## src/hdl/assert_macros.svh

```systemverilog
// ----------------------------------------------------------------------------
// assert_macros.svh
// assertion wrappers clocked on clk; GRM_ASSERT is disabled while rst_n is low
// ----------------------------------------------------------------------------
`ifndef ASSERT_MACROS_SVH
`define ASSERT_MACROS_SVH

`ifndef SYNTH
// property checked only out of reset
`define GRM_ASSERT(lbl, prop, msg) \
  lbl: assert property (@(posedge clk) disable iff (!rst_n) (prop)) else $error(msg);
// property checked at every edge, reset included
`define GRM_ASSERT_ALWAYS(lbl, prop, msg) \
  lbl: assert property (@(posedge clk) (prop)) else $error(msg);
`else
`define GRM_ASSERT(lbl, prop, msg)
`define GRM_ASSERT_ALWAYS(lbl, prop, msg)
`endif

`endif

```

## src/hdl/grm_pkg.sv

```systemverilog
// ----------------------------------------------------------------------------
// grm_pkg
// widths, reset values and types of the gravity removal motion magnitude unit
// ----------------------------------------------------------------------------
package grm_pkg;

  localparam int AXIS_W    = 16;
  localparam int ALPHA_W   = 16;
  localparam logic [ALPHA_W-1:0] ALPHA_RST = 16'd131;
  localparam int LIN_MAG_W = 21;
  localparam int ROT_MAG_W = 16;

  // digit-by-digit square root: remainder and partial root
  localparam int ROOT_W = 21;
  localparam int REM_W  = ROOT_W + 2;
  localparam int RAD_W  = 2 * ROOT_W;

  typedef struct packed {
    logic [REM_W-1:0]  rem;
    logic [ROOT_W-1:0] root;
  } root_t;

endpackage

```

## src/hdl/grm_in_if.sv

```systemverilog
// ----------------------------------------------------------------------------
// grm_in_if
// request channel carrying one raw six-axis sample
// ----------------------------------------------------------------------------
interface grm_in_if;

  logic                               valid;
  logic                               ready;
  logic signed [grm_pkg::AXIS_W-1:0]  accel_x;
  logic signed [grm_pkg::AXIS_W-1:0]  accel_y;
  logic signed [grm_pkg::AXIS_W-1:0]  accel_z;
  logic signed [grm_pkg::AXIS_W-1:0]  gyro_x;
  logic signed [grm_pkg::AXIS_W-1:0]  gyro_y;
  logic signed [grm_pkg::AXIS_W-1:0]  gyro_z;

  modport source (
    output valid, accel_x, accel_y, accel_z, gyro_x, gyro_y, gyro_z,
    input  ready
  );

  modport sink (
    input  valid, accel_x, accel_y, accel_z, gyro_x, gyro_y, gyro_z,
    output ready
  );

endinterface

```

## src/hdl/grm_out_if.sv

```systemverilog
// ----------------------------------------------------------------------------
// grm_out_if
// result channel carrying the two motion magnitudes
// ----------------------------------------------------------------------------
interface grm_out_if;

  logic                                valid;
  logic                                ready;
  logic [grm_pkg::LIN_MAG_W-1:0]       linear_accel_magnitude;
  logic [grm_pkg::ROT_MAG_W-1:0]       rotation_magnitude;

  modport source (
    output valid, linear_accel_magnitude, rotation_magnitude,
    input  ready
  );

  modport sink (
    input  valid, linear_accel_magnitude, rotation_magnitude,
    output ready
  );

endinterface

```

## src/hdl/gravity_removal_motion_magnitude_unit.sv

```systemverilog
// ----------------------------------------------------------------------------
// gravity_removal_motion_magnitude_unit
// gravity-removed acceleration magnitude and rotation magnitude per sample
// ----------------------------------------------------------------------------
// Usage:
//   in_ch takes one raw sample (three accelerometer and three gyroscope axes)
//   by valid/ready. The block tracks gravity per accelerometer axis with an
//   exponential average weighted by gravity_alpha, removes it and returns on
//   out_ch the floor square root of the squared linear acceleration (1/16 LSB)
//   and of the squared gyroscope vector (LSB).
//   cfg_wr_en/cfg_wr_data write gravity_alpha (Q0.16); the user must write it
//   only while the block is idle, as the block itself does not enforce this.
//   The next request is taken once the last result is in the output register.
//   One shared multiplier steps through three gravity updates and six squares,
//   then a 21-step square root loop works both magnitudes side by side.
//   Reset clears the gravity estimates to zero and sets gravity_alpha to 131.
//   The result sits in an output register; a stalled receiver holds it there
//   while the next sample is already worked on, and the block waits only when
//   a second result is ready before the first is taken.
// ----------------------------------------------------------------------------
module gravity_removal_motion_magnitude_unit (
  input  logic                          clk,
  input  logic                          rst_n,
  input  logic                          cfg_wr_en,
  input  logic [grm_pkg::ALPHA_W-1:0]   cfg_wr_data,
  grm_in_if.sink                        in_ch,
  grm_out_if.source                     out_ch
);

  `include "assert_macros.svh"

  localparam logic [3:0] S_IDLE = 4'd0;
  localparam logic [3:0] S_MULA = 4'd1;
  localparam logic [3:0] S_UPD  = 4'd2;
  localparam logic [3:0] S_SQA  = 4'd3;
  localparam logic [3:0] S_ACCA = 4'd4;
  localparam logic [3:0] S_SQG  = 4'd5;
  localparam logic [3:0] S_ACCG = 4'd6;
  localparam logic [3:0] S_ROOT = 4'd7;
  localparam logic [3:0] S_DONE = 4'd8;

  localparam int          AW        = grm_pkg::AXIS_W;
  localparam int          RW        = grm_pkg::ROOT_W;
  localparam int          RADW      = grm_pkg::RAD_W;
  localparam logic [1:0]  AX_LAST   = 2'd2;
  localparam logic [4:0]  STEP_LAST = 5'(RW - 1);

  // control
  logic [3:0]  state_r, state_nxt;
  logic [1:0]  ax_r, ax_nxt;
  logic [4:0]  cnt_r, cnt_nxt;
  logic        out_valid_r, out_valid_nxt;
  logic        load_out;

  // configuration and state
  logic [grm_pkg::ALPHA_W-1:0] alpha_r;
  logic signed [31:0]          grav_r [3];

  // sample and datapath
  logic signed [AW-1:0]  accel_r [3];
  logic signed [AW-1:0]  gyro_r  [3];
  logic signed [53:0]    prod_r;
  logic signed [20:0]    lin_r;
  logic [RADW-1:0]       acc_op_r, gyr_op_r;
  grm_pkg::root_t        acc_rt_r, gyr_rt_r;
  logic [grm_pkg::LIN_MAG_W-1:0] lin_mag_r;
  logic [grm_pkg::ROT_MAG_W-1:0] rot_mag_r;

  logic signed [AW-1:0]  sel_accel, sel_gyro;
  logic signed [31:0]    sel_grav, samp_q, grav_new;
  logic signed [32:0]    diff, lin_full;
  logic signed [32:0]    mul_a;
  logic signed [20:0]    mul_b;
  grm_pkg::root_t        acc_rt_nxt, gyr_rt_nxt;

  function automatic grm_pkg::root_t root_step(input grm_pkg::root_t cur,
                                               input logic [1:0] pair);
    logic [grm_pkg::REM_W+1:0] rem2;
    logic [grm_pkg::REM_W+1:0] trial;
    grm_pkg::root_t            res;
    rem2  = {cur.rem, pair};
    trial = {2'b00, cur.root, 2'b01};
    if (rem2 >= trial) begin
      res.rem  = grm_pkg::REM_W'(rem2 - trial);
      res.root = {cur.root[RW-2:0], 1'b1};
    end else begin
      res.rem  = grm_pkg::REM_W'(rem2);
      res.root = {cur.root[RW-2:0], 1'b0};
    end
    return res;
  endfunction

  always_comb begin
    unique case (ax_r)
      2'd0: begin
        sel_accel = accel_r[0];
        sel_gyro  = gyro_r[0];
        sel_grav  = grav_r[0];
      end
      2'd1: begin
        sel_accel = accel_r[1];
        sel_gyro  = gyro_r[1];
        sel_grav  = grav_r[1];
      end
      2'd2: begin
        sel_accel = accel_r[2];
        sel_gyro  = gyro_r[2];
        sel_grav  = grav_r[2];
      end
      default: begin
        sel_accel = '0;
        sel_gyro  = '0;
        sel_grav  = '0;
      end
    endcase
  end

  assign samp_q   = {sel_accel, 16'h0000};
  assign diff     = {samp_q[31], samp_q} - {sel_grav[31], sel_grav};
  // product is alpha * diff; its arithmetic shift by 16 can exceed 32 bits, but its sum with sel_grav always fits
  assign grav_new = sel_grav + prod_r[47:16];
  assign lin_full = {samp_q[31], samp_q} - {grav_new[31], grav_new};

  // shared multiplier operands
  always_comb begin
    unique case (state_r)
      S_MULA: begin
        mul_a = diff;
        mul_b = {5'd0, alpha_r};
      end
      S_SQA: begin
        mul_a = {{12{lin_r[20]}}, lin_r};
        mul_b = lin_r;
      end
      S_SQG: begin
        mul_a = {{17{sel_gyro[AW-1]}}, sel_gyro};
        mul_b = {{5{sel_gyro[AW-1]}}, sel_gyro};
      end
      default: begin
        mul_a = '0;
        mul_b = '0;
      end
    endcase
  end

  assign acc_rt_nxt = root_step(acc_rt_r, acc_op_r[RADW-1:RADW-2]);
  assign gyr_rt_nxt = root_step(gyr_rt_r, gyr_op_r[RADW-1:RADW-2]);

  assign in_ch.ready = (state_r == S_IDLE);
  assign load_out    = (state_r == S_DONE) && (!out_valid_r || out_ch.ready);

  always_comb begin
    state_nxt = state_r;
    ax_nxt    = ax_r;
    cnt_nxt   = cnt_r;
    unique case (state_r)
      S_IDLE: begin
        if (in_ch.valid) begin
          state_nxt = S_MULA;
          ax_nxt    = 2'd0;
        end
      end
      S_MULA: state_nxt = S_UPD;
      S_UPD:  state_nxt = S_SQA;
      S_SQA:  state_nxt = S_ACCA;
      S_ACCA: begin
        if (ax_r == AX_LAST) begin
          state_nxt = S_SQG;
          ax_nxt    = 2'd0;
        end else begin
          state_nxt = S_MULA;
          ax_nxt    = ax_r + 2'd1;
        end
      end
      S_SQG:  state_nxt = S_ACCG;
      S_ACCG: begin
        if (ax_r == AX_LAST) begin
          state_nxt = S_ROOT;
          cnt_nxt   = '0;
        end else begin
          state_nxt = S_SQG;
          ax_nxt    = ax_r + 2'd1;
        end
      end
      S_ROOT: begin
        if (cnt_r == STEP_LAST) begin
          state_nxt = S_DONE;
        end else begin
          cnt_nxt = cnt_r + 5'd1;
        end
      end
      S_DONE: begin
        if (load_out) begin
          state_nxt = S_IDLE;
        end
      end
      default: state_nxt = S_IDLE;
    endcase
  end

  always_comb begin
    if (load_out) begin
      out_valid_nxt = 1'b1;
    end else if (out_ch.ready) begin
      out_valid_nxt = 1'b0;
    end else begin
      out_valid_nxt = out_valid_r;
    end
  end

  // control and architectural state
  always_ff @(posedge clk) begin
    if (!rst_n) begin
      state_r     <= S_IDLE;
      ax_r        <= '0;
      cnt_r       <= '0;
      out_valid_r <= 1'b0;
      alpha_r     <= grm_pkg::ALPHA_RST;
      grav_r[0]   <= '0;
      grav_r[1]   <= '0;
      grav_r[2]   <= '0;
    end else begin
      state_r     <= state_nxt;
      ax_r        <= ax_nxt;
      cnt_r       <= cnt_nxt;
      out_valid_r <= out_valid_nxt;
      if (cfg_wr_en) begin
        alpha_r <= cfg_wr_data;
      end
      if (state_r == S_UPD) begin
        grav_r[ax_r] <= grav_new;
      end
    end
  end

  // datapath
  always_ff @(posedge clk) begin
    if (in_ch.valid && in_ch.ready) begin
      accel_r[0] <= in_ch.accel_x;
      accel_r[1] <= in_ch.accel_y;
      accel_r[2] <= in_ch.accel_z;
      gyro_r[0]  <= in_ch.gyro_x;
      gyro_r[1]  <= in_ch.gyro_y;
      gyro_r[2]  <= in_ch.gyro_z;
      acc_op_r   <= '0;
      gyr_op_r   <= '0;
    end
    prod_r <= mul_a * mul_b;
    if (state_r == S_UPD) begin
      // floor shift by 12 to q.4
      lin_r <= lin_full[32:12];
    end
    if (state_r == S_ACCA) begin
      acc_op_r <= acc_op_r + prod_r[RADW-1:0];
    end
    if (state_r == S_ACCG) begin
      gyr_op_r <= gyr_op_r + prod_r[RADW-1:0];
      acc_rt_r <= '0;
      gyr_rt_r <= '0;
    end
    if (state_r == S_ROOT) begin
      acc_rt_r <= acc_rt_nxt;
      gyr_rt_r <= gyr_rt_nxt;
      acc_op_r <= {acc_op_r[RADW-3:0], 2'b00};
      gyr_op_r <= {gyr_op_r[RADW-3:0], 2'b00};
    end
    if (load_out) begin
      lin_mag_r <= acc_rt_r.root;
      rot_mag_r <= gyr_rt_r.root[grm_pkg::ROT_MAG_W-1:0];
    end
  end

  assign out_ch.valid                  = out_valid_r;
  assign out_ch.linear_accel_magnitude = lin_mag_r;
  assign out_ch.rotation_magnitude     = rot_mag_r;

  `GRM_ASSERT(a_root_ends, (state_r == S_ROOT && cnt_r == STEP_LAST) |=> state_r == S_DONE, "root loop overran")
  `GRM_ASSERT(a_out_from_done, $rose(out_valid_r) |-> $past(state_r) == S_DONE, "result raised outside done")
  `GRM_ASSERT(a_gyro_sum_range, (state_r == S_ROOT && cnt_r == 5'd0) |-> gyr_op_r[RADW-1:33] == '0, "gyro square sum out of range")
  `GRM_ASSERT(a_alpha_zero_hold, (state_r == S_UPD && alpha_r == '0) |=> ($stable(grav_r[0]) && $stable(grav_r[1]) && $stable(grav_r[2])), "gravity moved with zero alpha")

endmodule

```

## src/flat_wrapper.sv

```systemverilog
// flat-port wrapper written by rule: the top's interface ports become plain ports
module gravity_removal_motion_magnitude_unit_flat 
  (clk, rst_n, cfg_wr_en, cfg_wr_data, in_ch_valid, in_ch_accel_x, in_ch_accel_y, in_ch_accel_z, in_ch_gyro_x, in_ch_gyro_y, in_ch_gyro_z, in_ch_ready, out_ch_valid, out_ch_linear_accel_magnitude, out_ch_rotation_magnitude, out_ch_ready);
  grm_in_if in_ch_i ();
  grm_out_if out_ch_i ();
  input  logic clk;
  input  logic rst_n;
  input  logic cfg_wr_en;
  input  logic [grm_pkg::ALPHA_W-1:0] cfg_wr_data;
  input wire logic [$bits(in_ch_i.valid)-1:0] in_ch_valid;
  input wire logic [$bits(in_ch_i.accel_x)-1:0] in_ch_accel_x;
  input wire logic [$bits(in_ch_i.accel_y)-1:0] in_ch_accel_y;
  input wire logic [$bits(in_ch_i.accel_z)-1:0] in_ch_accel_z;
  input wire logic [$bits(in_ch_i.gyro_x)-1:0] in_ch_gyro_x;
  input wire logic [$bits(in_ch_i.gyro_y)-1:0] in_ch_gyro_y;
  input wire logic [$bits(in_ch_i.gyro_z)-1:0] in_ch_gyro_z;
  output wire logic [$bits(in_ch_i.ready)-1:0] in_ch_ready;
  output wire logic [$bits(out_ch_i.valid)-1:0] out_ch_valid;
  output wire logic [$bits(out_ch_i.linear_accel_magnitude)-1:0] out_ch_linear_accel_magnitude;
  output wire logic [$bits(out_ch_i.rotation_magnitude)-1:0] out_ch_rotation_magnitude;
  input wire logic [$bits(out_ch_i.ready)-1:0] out_ch_ready;
  assign in_ch_i.valid = in_ch_valid;
  assign in_ch_i.accel_x = in_ch_accel_x;
  assign in_ch_i.accel_y = in_ch_accel_y;
  assign in_ch_i.accel_z = in_ch_accel_z;
  assign in_ch_i.gyro_x = in_ch_gyro_x;
  assign in_ch_i.gyro_y = in_ch_gyro_y;
  assign in_ch_i.gyro_z = in_ch_gyro_z;
  assign in_ch_ready = in_ch_i.ready;
  assign out_ch_valid = out_ch_i.valid;
  assign out_ch_linear_accel_magnitude = out_ch_i.linear_accel_magnitude;
  assign out_ch_rotation_magnitude = out_ch_i.rotation_magnitude;
  assign out_ch_i.ready = out_ch_ready;
  gravity_removal_motion_magnitude_unit u_core (.clk(clk), .rst_n(rst_n), .cfg_wr_en(cfg_wr_en), .cfg_wr_data(cfg_wr_data), .in_ch(in_ch_i), .out_ch(out_ch_i));
endmodule
```

## config.mk

```make
export PLATFORM = sky130hd
export DESIGN_NAME = gravity_removal_motion_magnitude_unit_flat
export DESIGN_NICKNAME = d
export VERILOG_FILES = /design/src/hdl/grm_pkg.sv /design/src/hdl/grm_in_if.sv /design/src/hdl/grm_out_if.sv /design/src/hdl/gravity_removal_motion_magnitude_unit.sv /design/src/flat_wrapper.sv
export VERILOG_INCLUDE_DIRS = /design/src /design/src/hdl
export SDC_FILE = /design/constraint.sdc
export NUM_CORES = 2
export LEC_CHECK = 0
export BUFFER_PORTS_ARGS = -buffer_cell sky130_fd_sc_hd__buf_2
export CORE_MARGIN = 4
export CORE_UTILIZATION = 45
export DETAILED_ROUTE_END_ITERATION = 8
export PLACE_DENSITY_LB_ADDON = 0.1
export SLEW_MARGIN = 20
export SYNTH_ARGS = -nofsm -noshare
export SYNTH_HDL_FRONTEND = slang
export SYNTH_SLANG_ARGS = --single-unit
```

## constraint.sdc

```tcl
create_clock -name clk -period 20.7 [get_ports clk]
set_input_delay 1.035 -clock clk [delete_from_list [all_inputs] [get_ports clk]]
set_output_delay 1.035 -clock clk [all_outputs]
set_load 0.01 [all_outputs]
```

==> impl_metrics.yaml <==
detailed_routing:
  drc: 0
  drt_iter0_markers: 2973
  vias: 38000
  drtPass1Iterations: 7
  routed_wl_um: 150000
  vias_per_cell: 5.48
  routedWlPerCell_um: 21.6
  postRouteAntennaNets: 0
power_and_ir_drop:
  p_comb_frac: 0.498
  leakage_nw: 25.7
  peakVddDrop_mv: 0.0716
  power_density_nw_per_um2: 85.7
  swShare: 0.436
  pwr-share-clk: 0.215
  p_switching_mw: 2.04
  p_int_mw: 2.64
  pwr-share-seq: 0.287
sta:
  hold_violations: 0
  fin_setup_tns_ps: 0
  tightest_slew_ps: 1160
  final.min_clock_period_ps: 11450
  slew_viol_final: 0
  relSlewSlack: 0.227
  hold_ws_ps: 449
  fin_crit_sh: 0.553
  rsz0062_at_grt: "no"
  setup_slack_ps: 9250
  fmax_mhz: 87.3
  fin_skew_ps: 23.8
  setup_viol: 0
die:
  core_region_area_um2: 111000
  dieHeight_um: 342
  die-area_um2: 117000
  die_w_um: 342
  num_rows: 122
  pin_count: 156
  start_util: 0.454
worst_setup_path:
  crit_slowest_cell: "a222oi_1"
  reg2reg_from: "u_core.ax_r[0]"
  cp-start-kind: "flop"
  cp_common_cell: "fa_1"
  crit_start: "u_core.ax_r[0]"
  arrival_ps: 11990
  path_max_fanout: 54
  r2r_setup_slack_ps: 9250
  worst_setup_path_end_kind: "flop"
  reg2reg_to: "u_core.prod_r[44]"
  required_ps: 21240
  crit_type: "flop to flop"
  slowest_delay_ps: 980
  r2r_cells: 35
clock_network:
  cts_inserted_buffers: 53
  path_clk_slew_ps: 60
  clock_sinks: 498
  cts-htree-levels: 2
  cts_root_buf: "clkbuf_16"
  post_cts_resized: 0
  cts_max_path_buffers: 3
  cts_tree: "built"
  ctsHoldBuffers: 0
  clkLatencyLatePin_ps: 630
  cts_setup_buffers: 0
synthesis:
  yosysTopAreaCellShare: 0.250
  synth_area_leaders: "fa_1 25%, edfxtp_1 25%, ha_1 8.1%, inv_1 6.7%, nand2_1 5.4%"
  yosysTopAreaCell: "fa_1"
  syn_avg_cell_area_um2: 9.47
  yosys_warnings: 0
  synth.distinct_cells: 86
  yosys_register_bits: 498
  synth_cells: 5312
  synthArstFlopShare: 0
  syn_area_um2: 50300
  synth_ff_type: "edfxtp_1"
  synthTopCellsByCount: "899 x inv_1, 728 x nand2_1, 628 x fa_1"
  synth-edff-count: 418
  ys_seq_area_frac: 0.281
  yosysMostFrequentCell: "inv_1"
global_routing:
  antenna_found_initial: 4
  grt_pass1_wl_um: 230000
  grt_max_degree: 81
  globalRouteOverflowTotal: 0
  gr-usage-all-layers: 0.256
  grt_pass1_vias: 38000
run_status:
  status: "completed"
layout:
  drive_above_1_share: 0.0703
  stdcell_area_um2: 54700
  nFillCells: 10700
  final_nets: 6473
  syn_to_final_growth_pct: 8.69
min_path:
  hold-path-cell-count: 0
  hold_end: "u_core.out_ch.linear_accel_magnitude[15]"
  min_from: "u_core.acc_rt_r[15]"
  hp-class: "flop to flop"
run:
  maxCapViolations: 0
placed_design:
  port_buffers: 155
  dp_hpwl_um: 112000
  placed_cell_area_um2: 52900
  post-place-ws_ps: 9450
  gp_congestion: 0.904
-- registers in the layout (all words and copies together) (netlist names) --
name,flops
u_core.grav_r,96
u_core.accel_r,48
u_core.gyro_r,48
u_core.prod_r,48
u_core.acc_rt_r,44
u_core.gyr_rt_r,44
u_core.acc_op_r,42
u_core.gyr_op_r,42
u_core.lin_r,21
u_core.out_ch.linear_accel_magnitude,21
u_core.alpha_r,16
u_core.out_ch.rotation_magnitude,16
u_core.cnt_r,5
u_core.state_r,4
u_core.ax_r,2
u_core.out_ch.valid,1
-- worst max-delay path, delay by kind of cell (launching register included) --
kind            cells  cell delay (ps)
compound gates     13             4190
fa+ha+maj           9             4120
simple gates        3             1100
xor+xnor            3              760
buf+inv             7              750
flops               1              400
-- per-stage QoR --
step,instances,total power [mW],utilization
6_report,6937,4.69,0.494
5_1_grt,6936,4.98,0.494
4_1_cts,6935,4.70,0.494
3_5_place_dp,6836,3.67,0.477
3_3_place_gp,6836,3.66,0.477
2_1_floorplan,5317,2.92,-
-- cell usage in the layout (no fill, tap or decap), drive strengths merged, types with 9 or more instances in the layout --
master,instances
a211oi,22
a21boi,12
a21o,127
a21oi,261
a221oi,11
a222oi,51
a22o,16
a31o,9
a31oi,23
and2,87
and3,25
buf,231
clkbuf,72
clkinv,18
dfxtp,80
edfxtp,418
fa,628
ha,324
inv,903
mux2i,53
nand2,728
nand2b,28
nand3,46
nand4,22
nor2,475
nor2b,30
nor3,47
nor3b,15
nor4,12
o211ai,12
o21a,36
o21ai,164
o21bai,30
o22ai,19
o31ai,16
or2,18
or3,19
xnor2,159
xor2,82
-- power by group through the flow --
stage	Combinational (mW)	Sequential [mW]	Clock [mW]
finish	2.33	1.34	1.01
global route	2.56	1.35	1.07
CTS	2.33	1.34	1.03
detailed placement	2.31	1.36	0
global placement	2.30	1.37	0
floorplan	1.63	1.30	0
-- final cells by class --
class / instances / area (µm²) / share of cell area
antenna: 1 / 2.50 / 0.0000457
clock buffer: 72 / 1510 / 0.0277
clock inverter: 27 / 304 / 0.00556
inverter: 903 / 3400 / 0.0621
multi-input combinational: 3717 / 32100 / 0.587
sequential: 498 / 14200 / 0.259
tap: 1488 / 1860 / 0.0340
timing repair buffer: 231 / 1340 / 0.0246
-- kinds of logic (layout without fill, tap and decap cells) --
kind of cell,count (synthesis),count (layout),share of synthesized area
other cells,2,8,0.000149
xor+xnor,241,241,0.0419
compound gates,887,887,0.117
simple gates,1576,1576,0.136
flops,498,498,0.281
fa+ha+maj,952,952,0.330
buf+inv,1102,1233,0.0827
mux,54,54,0.0108
-- metal layers --
| metal | vias to the layer above | routed length [µm] | global-route usage |
|---|---|---|---|
| met5 | - | 0 | 0 |
| met4 | 0 | 4760 | 0.0711 |
| met3 | 239 | 9710 | 0.0346 |
| met2 | 1217 | 70200 | 0.423 |
| met1 | 19000 | 64900 | 0.354 |
| li1 | 17500 | - | - |
-- worst max path at each step --
stage	endpoint	cells past startpoint
2_1_floorplan	u_core.prod_r[46]	47
3_3_place_gp	u_core.prod_r[44]	35
3_5_place_dp	u_core.prod_r[44]	35
4_1_cts	u_core.prod_r[44]	35
5_1_grt	u_core.prod_r[46]	40
6_report	u_core.prod_r[44]	35
(Power assumes the default switching activity.)
